<file path="src/hw/rtl/selu_pkg.sv">
// Shared constants, types and table functions for the SELU activation unit.
`default_nettype none

package selu_pkg;

  localparam int unsigned ExpSegments = 64;
  localparam int unsigned InRange     = 32768;
  localparam int unsigned XW          = 16;
  localparam int unsigned GW          = 16;
  localparam int unsigned RW          = 18;
  localparam int unsigned UW          = 17;
  localparam int unsigned RomW        = 31;
  localparam int unsigned CoefW       = 17;
  localparam int unsigned SumW        = 20;

  localparam logic [CoefW-1:0]     ScaleQ16  = 17'd68858;
  localparam logic [CoefW-1:0]     AScaleQ16 = 17'd115221;
  localparam logic [RomW-1:0]      OneQ30    = 31'h4000_0000;
  localparam logic signed [RW-1:0] OutMax    = 18'sh1FFFF;
  localparam logic signed [RW-1:0] OutMin    = 18'sh20000;

  typedef enum logic {
    OpForward  = 1'b0,
    OpBackward = 1'b1
  } op_e;

  typedef struct packed {
    op_e                   op;
    logic                  pos;
    logic signed [XW-1:0]  x;
    logic signed [GW-1:0]  grad;
  } side_t;

  // exp(-step/4096) in Q30 from a truncated Taylor series
  function automatic logic [63:0] exp_decay(int unsigned step);
    logic [63:0] t;
    logic [63:0] term;
    longint      sum;
    logic [63:0] d;
    t    = 64'(step) << 18;
    term = 64'(OneQ30);
    sum  = longint'(64'(OneQ30));
    for (int unsigned n = 1; n <= 24; n++) begin
      term = ((term * t) >> 30) / 64'(n);
      if (n[0]) begin
        sum = sum - longint'(term);
      end else begin
        sum = sum + longint'(term);
      end
    end
    d = (sum > 0) ? 64'(sum) : 64'd0;
    if (d > 64'(OneQ30)) begin
      d = 64'(OneQ30);
    end
    return d;
  endfunction

  // k-th knot of the exp table in Q30
  function automatic logic [63:0] exp_entry(int unsigned k, logic [63:0] d);
    logic [63:0] e;
    e = 64'(OneQ30);
    for (int unsigned j = 0; j < k; j++) begin
      e = (e * d + (64'd1 << 29)) >> 30;
    end
    return e;
  endfunction

endpackage

`default_nettype wire

</file>
<file path="src/hw/rtl/selu_if.sv">
// Valid/ready channel interfaces for SELU input and result transfers.
`default_nettype none

interface selu_in_if;
  logic                               valid;
  logic                               ready;
  logic                               op;
  logic signed [selu_pkg::XW-1:0]     x_value;
  logic signed [selu_pkg::GW-1:0]     grad_in;

  modport source (output valid, op, x_value, grad_in, input ready);
  modport sink   (input valid, op, x_value, grad_in, output ready);
endinterface

interface selu_out_if;
  logic                               valid;
  logic                               ready;
  logic signed [selu_pkg::RW-1:0]     result_value;
  logic                               saturated;

  modport source (output valid, result_value, saturated, input ready);
  modport sink   (input valid, result_value, saturated, output ready);
endinterface

`default_nettype wire

</file>
<file path="src/hw/rtl/selu_cdiv.sv">
// Two-stage divide by a constant: reciprocal multiply, then one correction step.
`default_nettype none

module selu_cdiv #(
  parameter int unsigned Divisor = 512,
  parameter int unsigned NumW    = 17,
  parameter int unsigned SideW   = 1,
  localparam int unsigned RemW   = $clog2(Divisor)
) (
  input  logic             clk_i,
  input  logic             rst_ni,
  input  logic             en_i,
  input  logic             valid_i,
  input  logic [NumW-1:0]  num_i,
  input  logic [SideW-1:0] side_i,
  output logic             valid_o,
  output logic [NumW-1:0]  quot_o,
  output logic [RemW-1:0]  rem_o,
  output logic [SideW-1:0] side_o
);

  localparam int unsigned     ProdW = NumW + 32;
  localparam logic [31:0]     Recip = 32'((64'd1 << 32) / Divisor);
  localparam logic [NumW-1:0] DivN  = NumW'(Divisor);

  logic [ProdW-1:0] prod_d, prod_q;
  logic [NumW-1:0]  num_q;
  logic [SideW-1:0] side1_q;
  logic             valid1_q;
  logic [NumW-1:0]  q0, r0;
  logic             fix;
  logic [NumW-1:0]  quot_d, quot_q;
  logic [RemW-1:0]  rem_d, rem_q;
  logic [SideW-1:0] side2_q;
  logic             valid2_q;

  assign prod_d = ProdW'(num_i) * ProdW'(Recip);

  always_comb begin
    q0     = prod_q[ProdW-1:32];
    r0     = num_q - NumW'(q0 * DivN);
    fix    = (r0 >= DivN);
    quot_d = fix ? q0 + NumW'(1) : q0;
    rem_d  = fix ? RemW'(r0 - DivN) : RemW'(r0);
  end

  always_ff @(posedge clk_i or negedge rst_ni) begin
    if (!rst_ni) begin
      valid1_q <= 1'b0;
      valid2_q <= 1'b0;
    end else if (en_i) begin
      valid1_q <= valid_i;
      valid2_q <= valid1_q;
    end
  end

  always_ff @(posedge clk_i) begin
    if (en_i) begin
      prod_q  <= prod_d;
      num_q   <= num_i;
      side1_q <= side_i;
      quot_q  <= quot_d;
      rem_q   <= rem_d;
      side2_q <= side1_q;
    end
  end

  assign valid_o = valid2_q;
  assign quot_o  = quot_q;
  assign rem_o   = rem_q;
  assign side_o  = side2_q;

endmodule

`default_nettype wire

</file>
<file path="src/hw/rtl/selu_exp_interp.sv">
// Piecewise-linear exp over the negative range: table lookup and rounded interpolation.
`default_nettype none

module selu_exp_interp #(
  parameter int unsigned ExpSegments = selu_pkg::ExpSegments,
  localparam int unsigned Step  = selu_pkg::InRange / ExpSegments,
  localparam int unsigned Segs  = selu_pkg::InRange / Step + 1,
  localparam int unsigned IdxW  = $clog2(Segs),
  localparam int unsigned FracW = $clog2(Step)
) (
  input  logic                        clk_i,
  input  logic                        rst_ni,
  input  logic                        en_i,
  input  logic                        valid_i,
  input  logic [IdxW-1:0]             idx_i,
  input  logic [FracW-1:0]            frac_i,
  input  selu_pkg::side_t             side_i,
  output logic                        valid_o,
  output logic [selu_pkg::RomW-1:0]   exp_o,
  output selu_pkg::side_t             side_o
);

  localparam int unsigned RomW  = selu_pkg::RomW;
  localparam int unsigned N2W   = $clog2(Step * Step);
  localparam int unsigned Half  = Step / 2;
  localparam int unsigned SideW = $bits(selu_pkg::side_t) + 2 * RomW;
  localparam logic [63:0] Decay = selu_pkg::exp_decay(Step);

  logic [RomW-1:0]  rom_a  [Segs];
  logic [RomW-1:0]  rom_dq [Segs];
  logic [FracW-1:0] rom_dr [Segs];

  for (genvar k = 0; k < Segs; k++) begin : g_rom
    localparam logic [63:0] EHi   = selu_pkg::exp_entry(k, Decay);
    localparam logic [63:0] ELo   = selu_pkg::exp_entry(k + 1, Decay);
    localparam logic [63:0] Diff  = EHi - ELo;
    localparam logic [63:0] DiffQ = Diff / Step;
    localparam logic [63:0] DiffR = Diff % Step;
    assign rom_a[k]  = RomW'(EHi);
    assign rom_dq[k] = RomW'(DiffQ);
    assign rom_dr[k] = FracW'(DiffR);
  end

  // split the slope term: dq*f exactly, dr*f through the constant divider
  logic [RomW-1:0]         lin_d, lin_q;
  logic [RomW-1:0]         base_q;
  logic [N2W-1:0]          num_d, num_q;
  selu_pkg::side_t         side_q;
  logic                    valid_q;

  assign lin_d = RomW'((RomW + FracW)'(rom_dq[idx_i]) * (RomW + FracW)'(frac_i));
  assign num_d = N2W'(N2W'(rom_dr[idx_i]) * N2W'(frac_i)) + N2W'(Half);

  always_ff @(posedge clk_i or negedge rst_ni) begin
    if (!rst_ni) begin
      valid_q <= 1'b0;
    end else if (en_i) begin
      valid_q <= valid_i;
    end
  end

  always_ff @(posedge clk_i) begin
    if (en_i) begin
      base_q <= rom_a[idx_i];
      lin_q  <= lin_d;
      num_q  <= num_d;
      side_q <= side_i;
    end
  end

  logic                    dv_valid;
  logic [N2W-1:0]          dv_quot;
  logic [FracW-1:0]        dv_rem;
  logic [SideW-1:0]        dv_side;
  selu_pkg::side_t         dv_item;
  logic [RomW-1:0]         dv_base, dv_lin;

  selu_cdiv #(
    .Divisor (Step),
    .NumW    (N2W),
    .SideW   (SideW)
  ) u_round_div (
    .clk_i   (clk_i),
    .rst_ni  (rst_ni),
    .en_i    (en_i),
    .valid_i (valid_q),
    .num_i   (num_q),
    .side_i  ({side_q, base_q, lin_q}),
    .valid_o (dv_valid),
    .quot_o  (dv_quot),
    .rem_o   (dv_rem),
    .side_o  (dv_side)
  );

  assign {dv_item, dv_base, dv_lin} = dv_side;

  logic [RomW-1:0] exp_d, exp_q;
  selu_pkg::side_t side_out_q;
  logic            valid_out_q;
  logic            unused_rem;

  assign unused_rem = ^dv_rem;
  assign exp_d      = dv_base - dv_lin - RomW'(dv_quot);

  always_ff @(posedge clk_i or negedge rst_ni) begin
    if (!rst_ni) begin
      valid_out_q <= 1'b0;
    end else if (en_i) begin
      valid_out_q <= dv_valid;
    end
  end

  always_ff @(posedge clk_i) begin
    if (en_i) begin
      exp_q      <= unused_rem ? exp_d : exp_d;
      side_out_q <= dv_item;
    end
  end

  assign valid_o = valid_out_q;
  assign exp_o   = exp_q;
  assign side_o  = side_out_q;

endmodule

`default_nettype wire

</file>
<file path="src/hw/rtl/selu_scale.sv">
// SELU scaling, gradient product, rounding and saturation, ending in the result register.
`default_nettype none

module selu_scale (
  input  logic                            clk_i,
  input  logic                            rst_ni,
  input  logic                            en_i,
  input  logic                            valid_i,
  input  logic [selu_pkg::RomW-1:0]       exp_i,
  input  selu_pkg::side_t                 side_i,
  output logic                            valid_o,
  output logic signed [selu_pkg::RW-1:0]  result_o,
  output logic                            sat_o
);

  localparam int unsigned RomW  = selu_pkg::RomW;
  localparam int unsigned CoefW = selu_pkg::CoefW;
  localparam int unsigned GW    = selu_pkg::GW;
  localparam int unsigned RW    = selu_pkg::RW;
  localparam int unsigned SumW  = selu_pkg::SumW;
  localparam int unsigned PW    = RomW + CoefW;
  localparam int unsigned P2W   = CoefW + GW;

  // stage: one multiply by the selected coefficient
  logic [RomW-1:0]  opa;
  logic [CoefW-1:0] coef;
  logic [PW-1:0]    prod_d, prod_q;
  selu_pkg::side_t  side1_q;
  logic             valid1_q;

  always_comb begin
    if (side_i.pos) begin
      opa  = RomW'($unsigned(side_i.x));
      coef = selu_pkg::ScaleQ16;
    end else if (side_i.op == selu_pkg::OpForward) begin
      opa  = selu_pkg::OneQ30 - exp_i;
      coef = selu_pkg::AScaleQ16;
    end else begin
      opa  = exp_i;
      coef = selu_pkg::AScaleQ16;
    end
    prod_d = PW'(opa) * PW'(coef);
  end

  // stage: round forward result and derivative, take gradient magnitude
  logic [PW-1:0]          rnd16, rnd30, rnd34;
  logic signed [SumW-1:0] fwd_d, fwd_q;
  logic [CoefW-1:0]       deriv_d, deriv_q;
  logic [GW-1:0]          gmag_d, gmag_q;
  logic                   gneg_q;
  selu_pkg::op_e          op2_q;
  logic                   valid2_q;

  always_comb begin
    rnd16   = (prod_q + (PW'(1) << 15)) >> 16;
    rnd30   = (prod_q + (PW'(1) << 29)) >> 30;
    rnd34   = (prod_q + (PW'(1) << 33)) >> 34;
    fwd_d   = side1_q.pos ? SumW'(rnd16) : -SumW'(rnd34);
    deriv_d = side1_q.pos ? selu_pkg::ScaleQ16 : CoefW'(rnd30);
    gmag_d  = side1_q.grad[GW-1] ? GW'(-side1_q.grad) : GW'(side1_q.grad);
  end

  // stage: derivative times gradient magnitude
  logic [P2W-1:0]         p2_d, p2_q;
  logic signed [SumW-1:0] fwd3_q;
  logic                   gneg3_q;
  selu_pkg::op_e          op3_q;
  logic                   valid3_q;

  assign p2_d = P2W'(deriv_q) * P2W'(gmag_q);

  // output stage: sign, select, clip
  logic [P2W-1:0]         mag;
  logic signed [SumW-1:0] bwd, r;
  logic signed [RW-1:0]   result_d, result_q;
  logic                   sat_d, sat_q;
  logic                   valid4_q;

  always_comb begin
    mag = (p2_q + (P2W'(1) << 15)) >> 16;
    bwd = gneg3_q ? -SumW'(mag) : SumW'(mag);
    r   = (op3_q == selu_pkg::OpBackward) ? bwd : fwd3_q;
    if (r > SumW'(selu_pkg::OutMax)) begin
      result_d = selu_pkg::OutMax;
      sat_d    = 1'b1;
    end else if (r < SumW'(selu_pkg::OutMin)) begin
      result_d = selu_pkg::OutMin;
      sat_d    = 1'b1;
    end else begin
      result_d = RW'(r);
      sat_d    = 1'b0;
    end
  end

  always_ff @(posedge clk_i or negedge rst_ni) begin
    if (!rst_ni) begin
      valid1_q <= 1'b0;
      valid2_q <= 1'b0;
      valid3_q <= 1'b0;
      valid4_q <= 1'b0;
    end else if (en_i) begin
      valid1_q <= valid_i;
      valid2_q <= valid1_q;
      valid3_q <= valid2_q;
      valid4_q <= valid3_q;
    end
  end

  always_ff @(posedge clk_i) begin
    if (en_i) begin
      prod_q   <= prod_d;
      side1_q  <= side_i;
      fwd_q    <= fwd_d;
      deriv_q  <= deriv_d;
      gmag_q   <= gmag_d;
      gneg_q   <= side1_q.grad[GW-1];
      op2_q    <= side1_q.op;
      p2_q     <= p2_d;
      fwd3_q   <= fwd_q;
      gneg3_q  <= gneg_q;
      op3_q    <= op2_q;
      result_q <= result_d;
      sat_q    <= sat_d;
    end
  end

  assign valid_o  = valid4_q;
  assign result_o = result_q;
  assign sat_o    = sat_q;

endmodule

`default_nettype wire

</file>
<file path="src/hw/rtl/selu_activation_unit.sv">
// Top level of the SELU activation unit: segment split, exp interpolation and scaling.
// Throughput one item per cycle; the pipeline advances as a whole and holds only while a
// result waits at the output. The exp table is constant logic, so items are taken from
// the first cycle after reset. Reset clears all stage valid bits; payload is not reset.
`default_nettype none

module selu_activation_unit #(
  parameter int unsigned ExpSegments = selu_pkg::ExpSegments
) (
  input  logic       clk_i,
  input  logic       rst_ni,
  selu_in_if.sink    in_i,
  selu_out_if.source out_o
);

  localparam int unsigned Step  = selu_pkg::InRange / ExpSegments;
  localparam int unsigned Segs  = selu_pkg::InRange / Step + 1;
  localparam int unsigned IdxW  = $clog2(Segs);
  localparam int unsigned FracW = $clog2(Step);
  localparam int unsigned UW    = selu_pkg::UW;
  localparam int unsigned XW    = selu_pkg::XW;

  logic en;
  logic out_valid;

  assign en         = !out_valid || out_o.ready;
  assign in_i.ready = en;

  // entry: magnitude of non-positive input
  logic signed [UW-1:0] xs;
  logic [UW-1:0]        u;
  selu_pkg::side_t      side_d;

  always_comb begin
    xs          = UW'(in_i.x_value);
    side_d.op   = selu_pkg::op_e'(in_i.op);
    side_d.pos  = !in_i.x_value[XW-1] && (in_i.x_value != '0);
    side_d.x    = in_i.x_value;
    side_d.grad = in_i.grad_in;
    u           = side_d.pos ? '0 : UW'(-xs);
  end

  logic                seg_valid;
  logic [UW-1:0]       seg_quot;
  logic [FracW-1:0]    seg_frac;
  selu_pkg::side_t     seg_side;

  selu_cdiv #(
    .Divisor (Step),
    .NumW    (UW),
    .SideW   ($bits(selu_pkg::side_t))
  ) u_seg_div (
    .clk_i   (clk_i),
    .rst_ni  (rst_ni),
    .en_i    (en),
    .valid_i (in_i.valid),
    .num_i   (u),
    .side_i  (side_d),
    .valid_o (seg_valid),
    .quot_o  (seg_quot),
    .rem_o   (seg_frac),
    .side_o  (seg_side)
  );

  logic                          exp_valid;
  logic [selu_pkg::RomW-1:0]     exp_val;
  selu_pkg::side_t               exp_side;

  selu_exp_interp #(
    .ExpSegments (ExpSegments)
  ) u_exp (
    .clk_i   (clk_i),
    .rst_ni  (rst_ni),
    .en_i    (en),
    .valid_i (seg_valid),
    .idx_i   (IdxW'(seg_quot)),
    .frac_i  (seg_frac),
    .side_i  (seg_side),
    .valid_o (exp_valid),
    .exp_o   (exp_val),
    .side_o  (exp_side)
  );

  logic signed [selu_pkg::RW-1:0] result;
  logic                           sat;

  selu_scale u_scale (
    .clk_i    (clk_i),
    .rst_ni   (rst_ni),
    .en_i     (en),
    .valid_i  (exp_valid),
    .exp_i    (exp_val),
    .side_i   (exp_side),
    .valid_o  (out_valid),
    .result_o (result),
    .sat_o    (sat)
  );

  assign out_o.valid        = out_valid;
  assign out_o.result_value = result;
  assign out_o.saturated    = sat;

  a_seg_in_table: assert property (@(posedge clk_i) disable iff (!rst_ni)
    seg_valid |-> (seg_quot <= UW'(Segs - 1)))
    else $error("segment index beyond exp table");

  a_exp_bounded: assert property (@(posedge clk_i) disable iff (!rst_ni)
    exp_valid |-> (exp_val <= selu_pkg::OneQ30))
    else $error("interpolated exp above one");

  a_exp_hold: assert property (@(posedge clk_i) disable iff (!rst_ni)
    (!en && exp_valid) |=> (exp_valid && $stable(exp_val)))
    else $error("exp stage moved during stall");

  a_no_clip: assert property (@(posedge clk_i) disable iff (!rst_ni)
    out_valid |-> !sat)
    else $error("result clipped");

endmodule

`default_nettype wire
</file>
<file path="src/flat_wrapper.sv">
// flat-port wrapper written by rule: the top's interface ports become plain ports
module selu_activation_unit_flat 
#(
  parameter int unsigned ExpSegments = selu_pkg::ExpSegments
)
  (clk_i, rst_ni, in_i_valid, in_i_op, in_i_x_value, in_i_grad_in, in_i_ready, out_o_valid, out_o_result_value, out_o_saturated, out_o_ready);
  selu_in_if in_i_i ();
  selu_out_if out_o_i ();
  input  logic clk_i;
  input  logic rst_ni;
  input wire logic [$bits(in_i_i.valid)-1:0] in_i_valid;
  input wire logic [$bits(in_i_i.op)-1:0] in_i_op;
  input wire logic [$bits(in_i_i.x_value)-1:0] in_i_x_value;
  input wire logic [$bits(in_i_i.grad_in)-1:0] in_i_grad_in;
  output wire logic [$bits(in_i_i.ready)-1:0] in_i_ready;
  output wire logic [$bits(out_o_i.valid)-1:0] out_o_valid;
  output wire logic [$bits(out_o_i.result_value)-1:0] out_o_result_value;
  output wire logic [$bits(out_o_i.saturated)-1:0] out_o_saturated;
  input wire logic [$bits(out_o_i.ready)-1:0] out_o_ready;
  assign in_i_i.valid = in_i_valid;
  assign in_i_i.op = in_i_op;
  assign in_i_i.x_value = in_i_x_value;
  assign in_i_i.grad_in = in_i_grad_in;
  assign in_i_ready = in_i_i.ready;
  assign out_o_valid = out_o_i.valid;
  assign out_o_result_value = out_o_i.result_value;
  assign out_o_saturated = out_o_i.saturated;
  assign out_o_i.ready = out_o_ready;
  selu_activation_unit #(.ExpSegments(ExpSegments)) u_core (.clk_i(clk_i), .rst_ni(rst_ni), .in_i(in_i_i), .out_o(out_o_i));
endmodule
</file>
<file path="config.mk">
export PLATFORM = sky130hd
export DESIGN_NAME = selu_activation_unit_flat
export DESIGN_NICKNAME = d
export VERILOG_FILES = /design/src/hw/rtl/selu_pkg.sv /design/src/hw/rtl/selu_if.sv /design/src/hw/rtl/selu_cdiv.sv /design/src/hw/rtl/selu_exp_interp.sv /design/src/hw/rtl/selu_scale.sv /design/src/hw/rtl/selu_activation_unit.sv /design/src/flat_wrapper.sv
export SDC_FILE = /design/constraint.sdc
export NUM_CORES = 2
export LEC_CHECK = 0
export ABC_AREA = 1
export BUFFER_PORTS_ARGS = -buffer_cell sky130_fd_sc_hd__buf_2
export CAP_MARGIN = 5
export CORE_UTILIZATION = 55
export DETAILED_ROUTE_END_ITERATION = 12
export GPL_TIMING_DRIVEN = 1
export PLACE_DENSITY = 0.78
export REMOVE_ABC_BUFFERS = 1
export SLEW_MARGIN = 15
export SYNTH_ARGS = -nofsm -noshare
export SYNTH_HDL_FRONTEND = slang
export SYNTH_SLANG_ARGS = --single-unit
</file>
<file path="constraint.sdc">
create_clock -name clk_i -period 24.6 [get_ports clk_i]
set_clock_uncertainty 0.05 [all_clocks]
set_input_delay 2.46 -clock clk_i [delete_from_list [all_inputs] [get_ports clk_i]]
set_output_delay 2.46 -clock clk_i [all_outputs]
set_load 0.005 [all_outputs]
</file>
After elaboration in Yosys (flattened, before gate mapping)
Memories as Yosys holds them, arrays and structs flattened. A register that Yosys moved wholly into a read port is not among the register bits.
Index checks and enable logic that the tools add are counted.
{"block": "totals", "latch_bits": 0, "mem_bits_rw": 0, "rom_bits": 9088, "mem_count": 3, "ff_bits": 674}
{"block": "op_classes", "n_lt_le_gt_ge": 5, "n_eq_ne": 0, "bitwise": 1, "n_mul": 4, "muxes": 16, "div": 0, "n_addsub": 17, "n_reduce_logical": 5, "shift": 0}
{"memory": "(name not given)", "words": 128, "width": 31, "read_ports": 1, "rd_clocked_by_memory_dff": 1, "write_ports": 0, "line": "selu_exp_interp.sv:64", "source": "base_q <= rom_a[idx_i];"}
{"memory": "(name not given)", "words": 128, "width": 31, "read_ports": 1, "rd_clocked_by_memory_dff": 0, "write_ports": 0, "line": "selu_exp_interp.sv:51", "source": "assign lin_d = RomW'((RomW + FracW)'(rom_dq[idx_i]) * (RomW + FracW)'(frac_i));"}
{"memory": "(name not given)", "words": 128, "width": 9, "read_ports": 1, "rd_clocked_by_memory_dff": 0, "write_ports": 0, "line": "selu_exp_interp.sv:52", "source": "assign num_d = N2W'(N2W'(rom_dr[idx_i]) * N2W'(frac_i)) + N2W'(Half);"}
{"cell": "$mux 31", "n": 4}
{"cell": "$mux 20", "n": 3}
{"cell": "$add 48x34->48 const B", "n": 1}
{"cell": "$mul 31x17->48", "n": 1}
{"cell": "$add 47x30->47 const B", "n": 1}
{"cell": "$add 36x16->36 const B", "n": 1}
{"cell": "$mux 9", "n": 4}
{"cell": "$add 33x16->33 const B", "n": 1}
{"cell": "$mul 17x16->33", "n": 1}
{"cell": "$mul 31x9->31", "n": 1}
{"cell": "$sub 31x10->31", "n": 1}
{"cell": "$sub 31x31->31", "n": 1}
{"cell": "$sub 31x31->31 const A", "n": 1}
{"cell": "$gt 20x18->1 const B", "n": 1}
{"cell": "$lt 20x18->1 const B", "n": 1}
{"cell": "$neg 14->20", "n": 1}
{"cell": "$neg 17->20", "n": 1}
{"cell": "$add 18x9->18 const B", "n": 1}
{"cell": "$ge 18x10->1 const B", "n": 1}
{"cell": "$mul 9x9->18", "n": 1}
{"cell": "$mux 18", "n": 1}
{"cell": "$sub 18x18->18", "n": 1}
{"cell": "$ge 17x10->1 const B", "n": 1}
{"cell": "$neg 16->17", "n": 1}
{"cell": "15 further kinds", "n": 16}

Longest topological paths before layout
{"block": "logic_depth", "depth_word": 6, "ltp_mapped": 40}

Hierarchy
Synthesis repeated with hierarchy kept, for this count alone.
{"block": "unflattened", "cells_unflattened": 6805, "hier_area_um2": 61292.5}
{"module": "selu_scale", "seq_area_each_um2": 5054.8, "instances": 1, "area_each_um2": 30002.5, "cells_each": 3652}
{"module": "selu_exp_interp", "seq_area_each_um2": 5365.1, "instances": 1, "area_each_um2": 20513.4, "cells_each": 2671}
{"module": "selu_cdiv (u_core.u_exp.u_round_div)", "seq_area_each_um2": 6896.6, "instances": 1, "area_each_um2": 6994.2, "cells_each": 247}
{"module": "selu_cdiv (u_core.u_seg_div)", "seq_area_each_um2": 3113.0, "instances": 1, "area_each_um2": 3210.6, "cells_each": 121}
{"module": "selu_activation_unit", "seq_area_each_um2": 0.0, "instances": 1, "area_each_um2": 571.8, "cells_each": 114}

Worst setup path before layout
Ideal clock, no wire load.
{"block": "synth_timing", "path_type": "input -> output", "from": "input out_o_ready", "to": "output in_i_ready", "arrival_ns": 20.061, "required_ns": 22.090, "setup_slack_ns": 2.029, "cell_stages": 3, "cell_sequence": "inv_1 nand2_1 clkbuf_1"}
{"block": "synth_between", "elab_chain_cells": 1}
{"element": "start, declared", "line": "flat_wrapper.sv:19", "source": "input wire logic [$bits(out_o_i.ready)-1:0] out_o_ready;"}
{"element": "$logic_or 1x1->1", "line": "selu_activation_unit.sv:26", "source": "assign en = !out_valid || out_o.ready;"}
{"element": "end, declared", "line": "flat_wrapper.sv:15", "source": "output wire logic [$bits(in_i_i.ready)-1:0] in_i_ready;"}
Every way passes these cells.

Final worst setup path
{"block": "layout_timing", "from": "register u_core.u_exp.exp_q[0], in the netlist u_core.u_exp.exp_o[0]", "to": "register u_core.u_scale.prod_q[40] (data pin)"}
{"block": "layout_between", "elab_chain_cells": 4}
{"element": "start, declared", "line": "selu_exp_interp.sv:97", "source": "logic [RomW-1:0] exp_d, exp_q;"}
{"element": "start signal, assigned", "line": "selu_exp_interp.sv:115", "source": "exp_q <= unused_rem ? exp_d : exp_d;"}
{"element": "$sub 31x31->31", "line": "selu_scale.sv:36", "source": "opa = selu_pkg::OneQ30 - exp_i;"}
{"element": "$mux 31 (*)", "line": "selu_scale.sv:35", "source": "end else if (side_i.op == selu_pkg::OpForward) begin"}
{"element": "$mux 31 (*)", "line": "selu_scale.sv:32", "source": "if (side_i.pos) begin"}
{"element": "$mul 31x17->48 (*)", "line": "selu_scale.sv:42", "source": "prod_d = PW'(opa) * PW'(coef);"}
{"element": "net u_core.u_scale.prod_d[40]", "line": "selu_scale.sv:27", "source": "logic [PW-1:0] prod_d, prod_q;"}
{"element": "end signal, assigned", "line": "selu_scale.sv:111", "source": "prod_q <= prod_d;"}
{"element": "end, declared", "line": "selu_scale.sv:27"}
Mark *: on every way through the listed nets, which the timed path passes. The rest lies on a longest branch.
A chain may end at the register's enable or synchronous reset.

==> flow_summary_export.csv <==
group,metric,value,unit
logic_synthesis,post-synth-top-count-cell,"inv_1",
hold_path,hp-class,"reg -> reg",
hold_path,hold_depth,0,
logic_synthesis,yosysWarnings,0,
floorplanning,core_area,105000,um2
place,port_buffers,57,
status,status,"complete, but fails checks",
floorplanning,initial_core_util,0.556,
hold_path,min_from,"u_core.u_scale.fwd_q[16]",
drt,post_drt_wl_per_cell,20.2,um
logic_synthesis,yosysTopAreaCellShare,0.327,
critical_path,rr_startpoint,"u_core.u_exp.exp_o[0]",
logic_synthesis,synth.ff_latch_count,649,
critical_path,crit_family,"adder cells",
status,violations,"design-rule violations",
logic_synthesis,yosys-top-cells-area,"edfxtp_1 33%, fa_1 23%, inv_1 9.3%",
critical_path,r2r_slack,16.32,ns
clocking,clock_sinks,649,
drt,routed_wl,159000,um
logic_synthesis,synth-edff-count,639,
floorplanning,die_w,328,um
cells_and_area,fillers,8963,
hold_path,holdPathEnd,"u_core.u_scale.fwd3_q[16]",
clocking,cts_made_buffers,61,
critical_path,max_stage_delay,0.84,ns
place,place_ws,16.29,ns
clocking,cts_setup_buffers,0,
logic_synthesis,syn_area_per_cell,9.23,um2
critical_path,reg2regPathDepth,30,
timing,holdWs,0.338,ns
logic_synthesis,syn-cell-area,58600,um2
timing,fmax,121,MHz
timing,fin_crit_sh,0.337,
cells_and_area,layout.nets,7574,
timing,worst_slack,16.32,ns
logic_synthesis,post_synth_num_cell_types,62,
critical_path,path_max_fanout,5,
critical_path,worst-path-buf-inv,8,
critical_path,startpoint_type,"flip-flop",
timing,tns,0,ns
logic_synthesis,seq_area_frac_synth,0.332,
drt,ant_nets,0,
grt,grt_overflow,0,
timing,layout_min_cycle_time,8.28,ns
critical_path,cp_data_arrival_time,8.60,ns
critical_path,crit_type,"reg -> reg",
critical_path,end_kind,"flip-flop",
place,globalplace.congestion,1.04,
flow_run,cap_violations,0,
drt,vias_per_cell,5.47,
timing,final_hold_viol_count,0,
clocking,cts_root_buffer,"clkbuf_16",
timing,slew-limit-headroom,0.188,
clocking,path_clk_slew,0.07,ns
drt,vias,43000,
floorplanning,die_h,328,um
floorplanning,placementRows,119,
cells_and_area,multiInputGateArea,33300,um2
logic_synthesis,ys_async_sr_fraction,0.0154,
timing,rsz0062_at_grt,"no",
timing,slew_violations,0,
critical_path,cpMostUsedCell,"inv_1",
grt,grt_max_degree,188,
timing,worst_pin_slew,1.22,ns
drt,drc,16,
logic_synthesis,yosys-top-cells-count,"1451 x inv_1, 1227 x nand2_1, 683 x fa_1, 639 x edfxtp_1, 521 x nor2_1",
clocking,clock_latency,0.69,ns
logic_synthesis,syn-instance-count,6346,
clocking,clock_path_buffers,3,
critical_path,cp_slowest_cell,"nor3_1",
logic_synthesis,yosys.area.top_type,"edfxtp_1",
floorplanning,io_pins,58,
critical_path,worstPathRequired,24.92,ns
critical_path,crit-reg2reg-capture,"u_core.u_scale.prod_q[40]",
floorplanning,dieArea,108000,um2
clocking,cts_hold_buffers,0,
logic_synthesis,synth_ff_type,"edfxtp_1",
drt,drtPass1Iterations,10,
clocking,cts_tree,"done",
grt,antenna_found_initial,3,
grt,grt_pass1_wl,249000,um
cells_and_area,final_layout_size_suffix_gt1_frac,0.0348,
cells_and_area,final-seq-area,19400,um2
drt,first_iter_violations,3311,
cells_and_area,area_growth,6.92,%
grt,grt_pass1_vias,45100,
place,dp_hpwl,126000,um
timing,setup_violations,0,
grt,grtUsageTotal,0.301,
clocking,cts.repair.resized,0,
clocking,cts.htree.levels,2,
worst reg2reg max path, delay by kind of cell, from the launching register on:
kind	cells	cell delay [ns]
adder cells (fa/ha/maj)	8	3.52
XOR/XNOR	1	0.07
AND/OR/NAND/NOR	13	3.28
flip-flops	1	0.36
buffers and inverters	8	0.70
per-stage QoR:
step | area [um2] | std cells | utilization
after detailed placement | 60600 | 7749 | 0.575
final | 62600 | 7863 | 0.594
after floorplan | 58200 | 6258 | -
after global placement | 60600 | 7749 | 0.575
after global routing | 62600 | 7863 | 0.594
after CTS | 62600 | 7862 | 0.594
per-layer routing:
metal	vias to the layer above	track usage	share of wire
met3	454	0.0400	0.060
met5	-	0	0.000069
met4	2	0.160	0.061
met1	21000	0.364	0.38
met2	1595	0.524	0.49
li1	20000	-	-
worst max-delay path by stage:
stage	to	startpoint	cells after the start	slack, ns
after CTS	u_core.u_scale.prod_q[40]	u_core.u_exp.exp_o[0]	30	16.28
after floorplan	in_i_ready	out_o_ready	2	5.90
after detailed placement	u_core.u_scale.prod_q[40]	u_core.u_exp.exp_o[0]	30	16.29
final	u_core.u_scale.prod_q[40]	u_core.u_exp.exp_o[0]	30	16.32
after global placement	u_core.u_scale.prod_q[40]	u_core.u_exp.exp_o[0]	30	16.45
after global routing	u_core.u_scale.prod_q[47]	u_core.u_exp.exp_o[0]	34	15.72
placed cells by master, fill, tap and decap left out, drive strengths merged, types with 4 or more instances in the layout:
cell and instances:
inv 1458, nand2 1236, fa 683, edfxtp 639, nor2 529, ha 433, a21oi 231, o21ai 231
nand3 176, xor2 105, buf 100, nor3 88, conb 86, clkbuf 74, xnor2 50, a31oi 43
nand4 27, clkinv 27, nor4 25, o21bai 25, a21o 22, o211ai 20, o22ai 14, a21boi 13
o31ai 12, nand3b 11, a211oi 10, a221oi 10, dfrtp 10, o21a 9, o32ai 9, or2 8
o221ai 6, bufinv 6, o2111ai 5, nor3b 5, a2111oi 4, o311ai 4
cell families after synthesis:
| family | synth area share |
|---|---|
| other cells | 0.000128 |
| compound gates | 0.0685 |
| fa+ha+maj | 0.326 |
| mux | 0.000384 |
| flops | 0.332 |
| buf+inv | 0.105 |
| xor+xnor | 0.0232 |
| simple gates | 0.145 |
sequential cells by signal, indices dropped and copies added, names as in the netlist, 31 cells and up:
register	flops
u_core.u_exp.u_round_div.side1_q	94
u_core.u_exp.u_round_div.side_o	94
u_core.u_exp.side_o	34
u_core.u_exp.side_q	34
u_core.u_seg_div.side1_q	34
u_core.u_seg_div.side_o	34
u_core.u_scale.prod_q	33
u_core.u_exp.base_q	31
u_core.u_exp.exp_o	31
final cells by class:
type | count | area share
Antenna cell | 1 | 0.0000399
Inverter | 1455 | 0.0872
Sequential cell | 649 | 0.310
Multi-Input combinational cell | 4154 | 0.532
Clock buffer | 74 | 0.0251
Clock inverter | 39 | 0.00719
Tap cell | 1391 | 0.0278
Timing Repair Buffer | 100 | 0.0101
Power is left out: the tool's default activity adds up to more than one toggle a clock period on the data nets, which glitch-free logic cannot reach.
